===== src/rtl/core/tcpq_pkg.sv =====
// tcpq_pkg: shared constants, codes and controller/datapath types for the
// two-class priority multi-queue. No dependencies.
package tcpq_pkg;

  localparam int NUM_COUNTERS = 8;
  localparam int QUEUE_DEPTH  = 16;

  // Field widths of the words on the channels.
  localparam int CMD_W   = 2;
  localparam int NLO_W   = 64;
  localparam int NHI_W   = 56;
  localparam int CLS_W   = 2;
  localparam int CNUM_W  = 4;
  localparam int STAT_W  = 3;
  localparam int TAG_W   = NLO_W + NHI_W;

  // Effective active count, wide enough to hold NUM_COUNTERS itself.
  localparam int ACT_W   = 5;
  localparam logic [CNUM_W-1:0] ACT_RESET = 4'd8;

  localparam int CIDX_W  = (NUM_COUNTERS > 1) ? $clog2(NUM_COUNTERS) : 1;
  localparam int PTR_W   = $clog2(QUEUE_DEPTH);
  localparam int FILL_W  = $clog2(QUEUE_DEPTH + 1);
  localparam int ADDR_W  = CIDX_W + 1 + PTR_W;
  localparam int RAM_DEPTH = 1 << ADDR_W;

  localparam logic [CMD_W-1:0] CMD_ENQ   = 2'd0;
  localparam logic [CMD_W-1:0] CMD_SERVE = 2'd1;
  localparam logic [CMD_W-1:0] CMD_PEEK  = 2'd2;

  localparam logic [CLS_W-1:0] CLS_NORMAL  = 2'd0;
  localparam logic [CLS_W-1:0] CLS_SPECIAL = 2'd1;

  localparam logic [STAT_W-1:0] ST_ENQUEUED = 3'd0;
  localparam logic [STAT_W-1:0] ST_REJECTED = 3'd1;
  localparam logic [STAT_W-1:0] ST_SERVED   = 3'd2;
  localparam logic [STAT_W-1:0] ST_EMPTY    = 3'd3;
  localparam logic [STAT_W-1:0] ST_SHOWN    = 3'd4;

  // Commands from the controller to the datapath.
  typedef struct packed {
    logic load;      // capture the request word
    logic do_enq;    // perform the enqueue of the captured word
    logic do_visit;  // visit the current counter of a round
  } tcpq_cmd_t;

  // Status from the datapath to the controller.
  typedef struct packed {
    logic advance;   // the result pipeline can take a new entry
    logic at_last;   // the current counter is the last active one
  } tcpq_stat_t;

endpackage


===== src/rtl/core/tcpq_ctrl.sv =====
// tcpq_ctrl: sequencing state machine for enqueue and serve/peek rounds.
// Depends on tcpq_pkg.
module tcpq_ctrl (
  input  logic                       clk,
  input  logic                       rst,
  input  logic                       req_valid,
  input  logic [tcpq_pkg::CMD_W-1:0] req_cmd,
  output logic                       req_ready,
  input  tcpq_pkg::tcpq_stat_t       stat,
  output tcpq_pkg::tcpq_cmd_t        cmd
);

  localparam logic [1:0] S_IDLE = 2'd0;
  localparam logic [1:0] S_ENQ  = 2'd1;
  localparam logic [1:0] S_RUN  = 2'd2;

  logic [1:0] state;
  logic [1:0] state_next;

  assign req_ready = (state == S_IDLE);

  always_comb begin
    state_next   = state;
    cmd.load     = 1'b0;
    cmd.do_enq   = 1'b0;
    cmd.do_visit = 1'b0;
    unique case (state)
      S_IDLE: begin
        if (req_valid) begin
          cmd.load = 1'b1;
          unique case (req_cmd) inside
            tcpq_pkg::CMD_ENQ:                       state_next = S_ENQ;
            tcpq_pkg::CMD_SERVE, tcpq_pkg::CMD_PEEK: state_next = S_RUN;
            default:                                 state_next = S_IDLE;
          endcase
        end
      end
      S_ENQ: begin
        if (stat.advance) begin
          cmd.do_enq = 1'b1;
          state_next = S_IDLE;
        end
      end
      S_RUN: begin
        if (stat.advance) begin
          cmd.do_visit = 1'b1;
          if (stat.at_last) begin
            state_next = S_IDLE;
          end
        end
      end
      default: state_next = S_IDLE;
    endcase
  end

  always_ff @(posedge clk) begin
    if (rst) begin
      state <= S_IDLE;
    end else begin
      state <= state_next;
    end
  end

endmodule


===== config.mk =====
export PLATFORM = sky130hd
export DESIGN_NAME = tcpq_ctrl
export DESIGN_NICKNAME = d
export VERILOG_FILES = /design/src/rtl/core/tcpq_pkg.sv /design/src/rtl/core/tcpq_ctrl.sv
export SDC_FILE = /design/constraint.sdc
export NUM_CORES = 1
export LEC_CHECK = 0
export BUFFER_PORTS_ARGS = -buffer_cell sky130_fd_sc_hd__clkbuf_2
export CORE_AREA = 8 8 45 47
export CTS_CLUSTER_SIZE = 25
export DETAILED_ROUTE_END_ITERATION = 7
export DIE_AREA = 0 0 53 55
export GPL_TIMING_DRIVEN = 0
export MAX_ROUTING_LAYER = met4
export PLACE_DENSITY = 0.32
export SYNTH_ARGS = -nofsm -noshare
export SYNTH_HDL_FRONTEND = slang
export SYNTH_SLANG_ARGS = --single-unit
export TNS_END_PERCENT = 30

===== constraint.sdc =====
create_clock -name clk -period 0.8 [get_ports clk]
set_clock_uncertainty 0.05 [all_clocks]
set_input_delay 0 -clock clk [delete_from_list [all_inputs] [get_ports clk]]
set_output_delay 0 -clock clk [all_outputs]
set_load 0.1 [all_outputs]

# After elaboration in Yosys (flattened, before gate mapping)
# Cells that the tools add are included.
dict set report totals {
  regBits 2
  in_bits 7
  wordCells 24
}
dict set report op_classes {
  n_eq_ne 8
  n_mux 11
  n_reduce_logical 4
}
# operator n
set op_table {}
lappend op_table {{2-bit 2-to-1 mux} 4}
lappend op_table {{2-bit != test (second input constant)} 4}
lappend op_table {{2-bit one-hot mux with 3 select lines} 1}
lappend op_table {{1-bit 2-to-1 mux} 5}
lappend op_table {{2-bit by 1-bit == test with 1-bit output (second input constant)} 2}
lappend op_table {{2-bit == test (second input constant)} 2}
lappend op_table {{2-bit logical NOT} 2}
lappend op_table {{2-bit one-hot mux with 2 select lines} 1}
lappend op_table {{4-bit AND reduction} 1}
lappend op_table {{2-bit OR reduction} 1}

# Depth between registers and ports, before layout
dict set report depth {
  depth_word 5
  ltp_mapped 4
  mapped_depth_nobuf 4
}

# Least setup slack after synthesis
# Ideal clock, no wire load.
dict set report synth_timing {
  path_kind {register to output}
  from {register state[1]}
  to {output cmd[2] (netlist name)}
  t_arrival_ps 2536
  t_required_ps 750
  setup_slack_ps -1786
  path_stages_with_launch 3
  n_path_buf 0
  cell_sequence {dfxtp_1 -> nor2_1 -> and2_1}
}
# item line
set synth_rtl {}
lappend synth_rtl {{from (decl)} tcpq_ctrl.sv:17} ;# logic [1:0] state;
lappend synth_rtl {{from (signal assigned)} tcpq_ctrl.sv:60} ;# state <= state_next;
lappend synth_rtl {{to (decl)} tcpq_ctrl.sv:10} ;# output tcpq_pkg::tcpq_cmd_t cmd

==> summary.md <==
| Metric | Value |
|---|---|
| # setup viols final | `6` |
| Largest net degree at the start of global routing | `7` |
| Final non-filler cell area | `330 um^2` |
| # fillers | `142` |
| DRT Wirelength | `522 um` |
| Sw frac | `37.2%` |
| Hold depth | `3` |
| RR Startpoint | `state[0]$_SDFFE_PP0P_` |
| Clock Tree Buf Depth | `2` |
| Largest regs | `state: 2 flops` |
| Share of cells above drive strength 1 | `71.0%` |
| Routability cong. | `0.553` |
| Reg2reg path depth | `2` |
| Grt ovf | `0` |
| Post-synth cell types | `13` |
| Critical path's top delay family | `flip-flops` |
| # diodes | `0` |
| P_int | `0.355 mW` |
| Storage element area | `47.5 um^2` |
| Initial Util | `9.95%` |
| Area Growth Syn to Fin | `140%` |
| Crit-path max FO | `5` |
| Final Cycle Share | `135%` |
| Initial antenna violation count | `0` |
| Number of global-route vias before repair | `206` |
| Total clock buffers created by CTS | `3` |
| R2R setup slack | `-80 ps` |
| Insertion delay to the later sink of the worst-skew pair | `220 ps` |
| Part of the power in registers | `20.9%` |
| Slowest cell on crit path | `dfxtp_4` |
| Gate Count Post-Synth | `16` |
| Clk sinks | `2` |
| First-pass GRT wire length | `855 um` |
| RR Endpoint | `state[0]$_SDFFE_PP0P_` |
| #FFs+latches synth | `2` |
| Drc violations | `0` |
| Core area | `1380 um^2` |
| Synthesized area per cell | `8.60 um^2` |
| Largest register FFs | `2` |
| Synthesized Nets | `24` |
| H-Tree Level Count | `1` |
| NumNets Final | `41` |
| Post-route setup TNS | `-1190 ps` |
| Largest stage delay on the critical path | `350 ps` |
| Comb pwr share | `39.9%` |
| Placed instance count | `42` |
| Die area | `2920 um^2` |
| PortBufs | `10` |
| Hold slack final | `47.7 ps` |
| Multi-input logic area | `103 um^2` |
| Hpwl dp | `361 um` |
| Max Slew Vio Count | `0` |
| Max Cap Viol | `0` |
| Hold crit path type | `in -> reg` |
| Fmax | `0.927 GHz` |
| Die width | `53 um` |
| Pwr Total | `0.566 mW` |
| Worst-path clk slew | `30 ps` |
| Crit path cell chain | `and3b_2, clkbuf_16` |
| Clock network fraction of design power | `39.1%` |
| CP required | `750 ps` |
| Worst VDD drop | `0.000708 V` |
| Average wire per standard cell | `11.1 um` |
| CP bufs+invs | `1` |
| DR vias/cell | `3.68` |
| Global Route Usage Sum | `4.61%` |
| Top reg by flops | `state` |
| Yosys warns | `0` |
| Hold Startpoint | `req_valid` |
| Die Span Y | `55 um` |
| Initial DRC Count | `0` |
| Failing checks | `setup timing` |
| Critical path capture point type | `output port` |
| CTS tree | `built` |
| Lkg Pwr | `0.153 nW` |
| Outcome | `finished, violations left` |
| Vias after detailed routing | `173` |
| Final Core Density | `23.9%` |
| Power density cells | `1710 nW/um^2` |
| DRT Pass-1 Iters | `1` |
| Clock root buffer | `clkbuf_4` |
| Non-filler cells, final | `47` |
| Syn Std Cell Area | `138 um^2` |
| Final hold violation count | `0` |
| P_sw | `0.211 mW` |
| Row cnt | `14` |
| Seq/Total Area, Yosys | `29.1%` |
| Relative slew slack | `79.9%` |
| Final Critical Period | `1080 ps` |
| Slack of the critical path | `-279 ps` |
| Slew @ Worst Pin | `303 ps` |
| Pre-CTS setup slack | `-280 ps` |
| Worst setup SP type | `flip-flop` |
| Io pins | `11` |
| Post-Place Cell Area | `223 um^2` |
| Critical Path AT | `1030 ps` |
| Setup Crit Path Kind | `reg -> out` |
| RSZ-0062 raised after global routing | `yes` |
| ANT nets after route | `0` |
| Min-Delay Endpoint | `state[0]$_SDFFE_PP0P_` |
cells by family after synthesis:
| kind of cell | share of synthesized area, % |
|---|---|
| simple gates | 43.6 |
| compound gates | 12.7 |
| buf+inv | 5.46 |
| flops | 29.1 |
| fa+ha+maj | 9.09 |
layout make-up:
type | instances | area share (%)
Clock buffer | 3 | 6.82
Inverter | 2 | 2.27
Multi-Input combinational cell | 12 | 31.1
Sequential cell | 2 | 14.4
Tap cell | 16 | 6.06
Timing Repair Buffer | 12 | 39.4
Yosys cell counts (all sizes together):
cell type	count	area share (%)
a211oi	1	9.1
a21oi	1	3.6
and2	1	4.5
and3	1	4.5
and3b	1	7.3
dfxtp	2	29
ha	1	9.1
inv	2	5.5
nand2	1	2.7
nand2b	1	4.5
nand3b	1	5.5
nor2	2	5.5
nor4	1	9.1
power groups by stage:
| stage | Combinational [mW] | Clock, mW | Sequential, mW |
|---|---|---|---|
| final | 0.226 | 0.222 | 0.118 |
| after global routing | 0.238 | 0.244 | 0.120 |
| after CTS | 0.225 | 0.237 | 0.119 |
| after detailed placement | 0.179 | 0 | 0.124 |
| after global placement | 0.177 | 0 | 0.123 |
| after floorplan | 0.144 | 0 | 0.121 |
worst register-to-register path, delay by kind of cell, from the launching register on:
kind               cells  cell delay [ps]
AOI/OAI and AO/OA      1              220
DFF                    1              350
and+or+nand+nor        1              170
layer usage:
layer  wire length, um  track usage (%)
met1               222             3.79
met2               192             5.86
met3               107             4.81
met4                 0             3.88
met5                 0                -
cells in the final DEF, fill, tap and decap left out:
master and count:
and3b_2 1, a211oi_2 1, nand2_1 1, clkbuf_16 3
nand2b_1 1, dlygate4sd3_1 1, a21oi_1 1, nor4_2 1
nor2_4 1, clkbuf_4 4, ha_1 1, inv_1 2
buf_4 1, nand3b_1 1, clkbuf_2 6, and3_1 1
nor2_2 1, dfxtp_4 2, and2_4 1
what timing repair did:
action	4_1_cts	5_1_grt
setup endpoints to repair	6	6
hold buffers	1	0
pin swaps	2	1
hold endpoints to repair	2	0
buffers inserted	1	0
resized for setup	12	0
how the worst max path moves through the flow:
stage,endpoint,slack (ps),cells past startpoint,from
after floorplan,cmd[2],-550,2,state[0]$_SDFFE_PP0P_
after global placement,cmd[0],-280,2,state[1]$_SDFFE_PP0P_
after detailed placement,cmd[0],-280,2,state[1]$_SDFFE_PP0P_
after CTS,cmd[0],-280,2,state[0]$_SDFFE_PP0P_
after global routing,cmd[0],-310,2,state[0]$_SDFFE_PP0P_
final,cmd[0],-280,2,state[0]$_SDFFE_PP0P_
No activity file was read; power rests on OpenSTA's default activity.
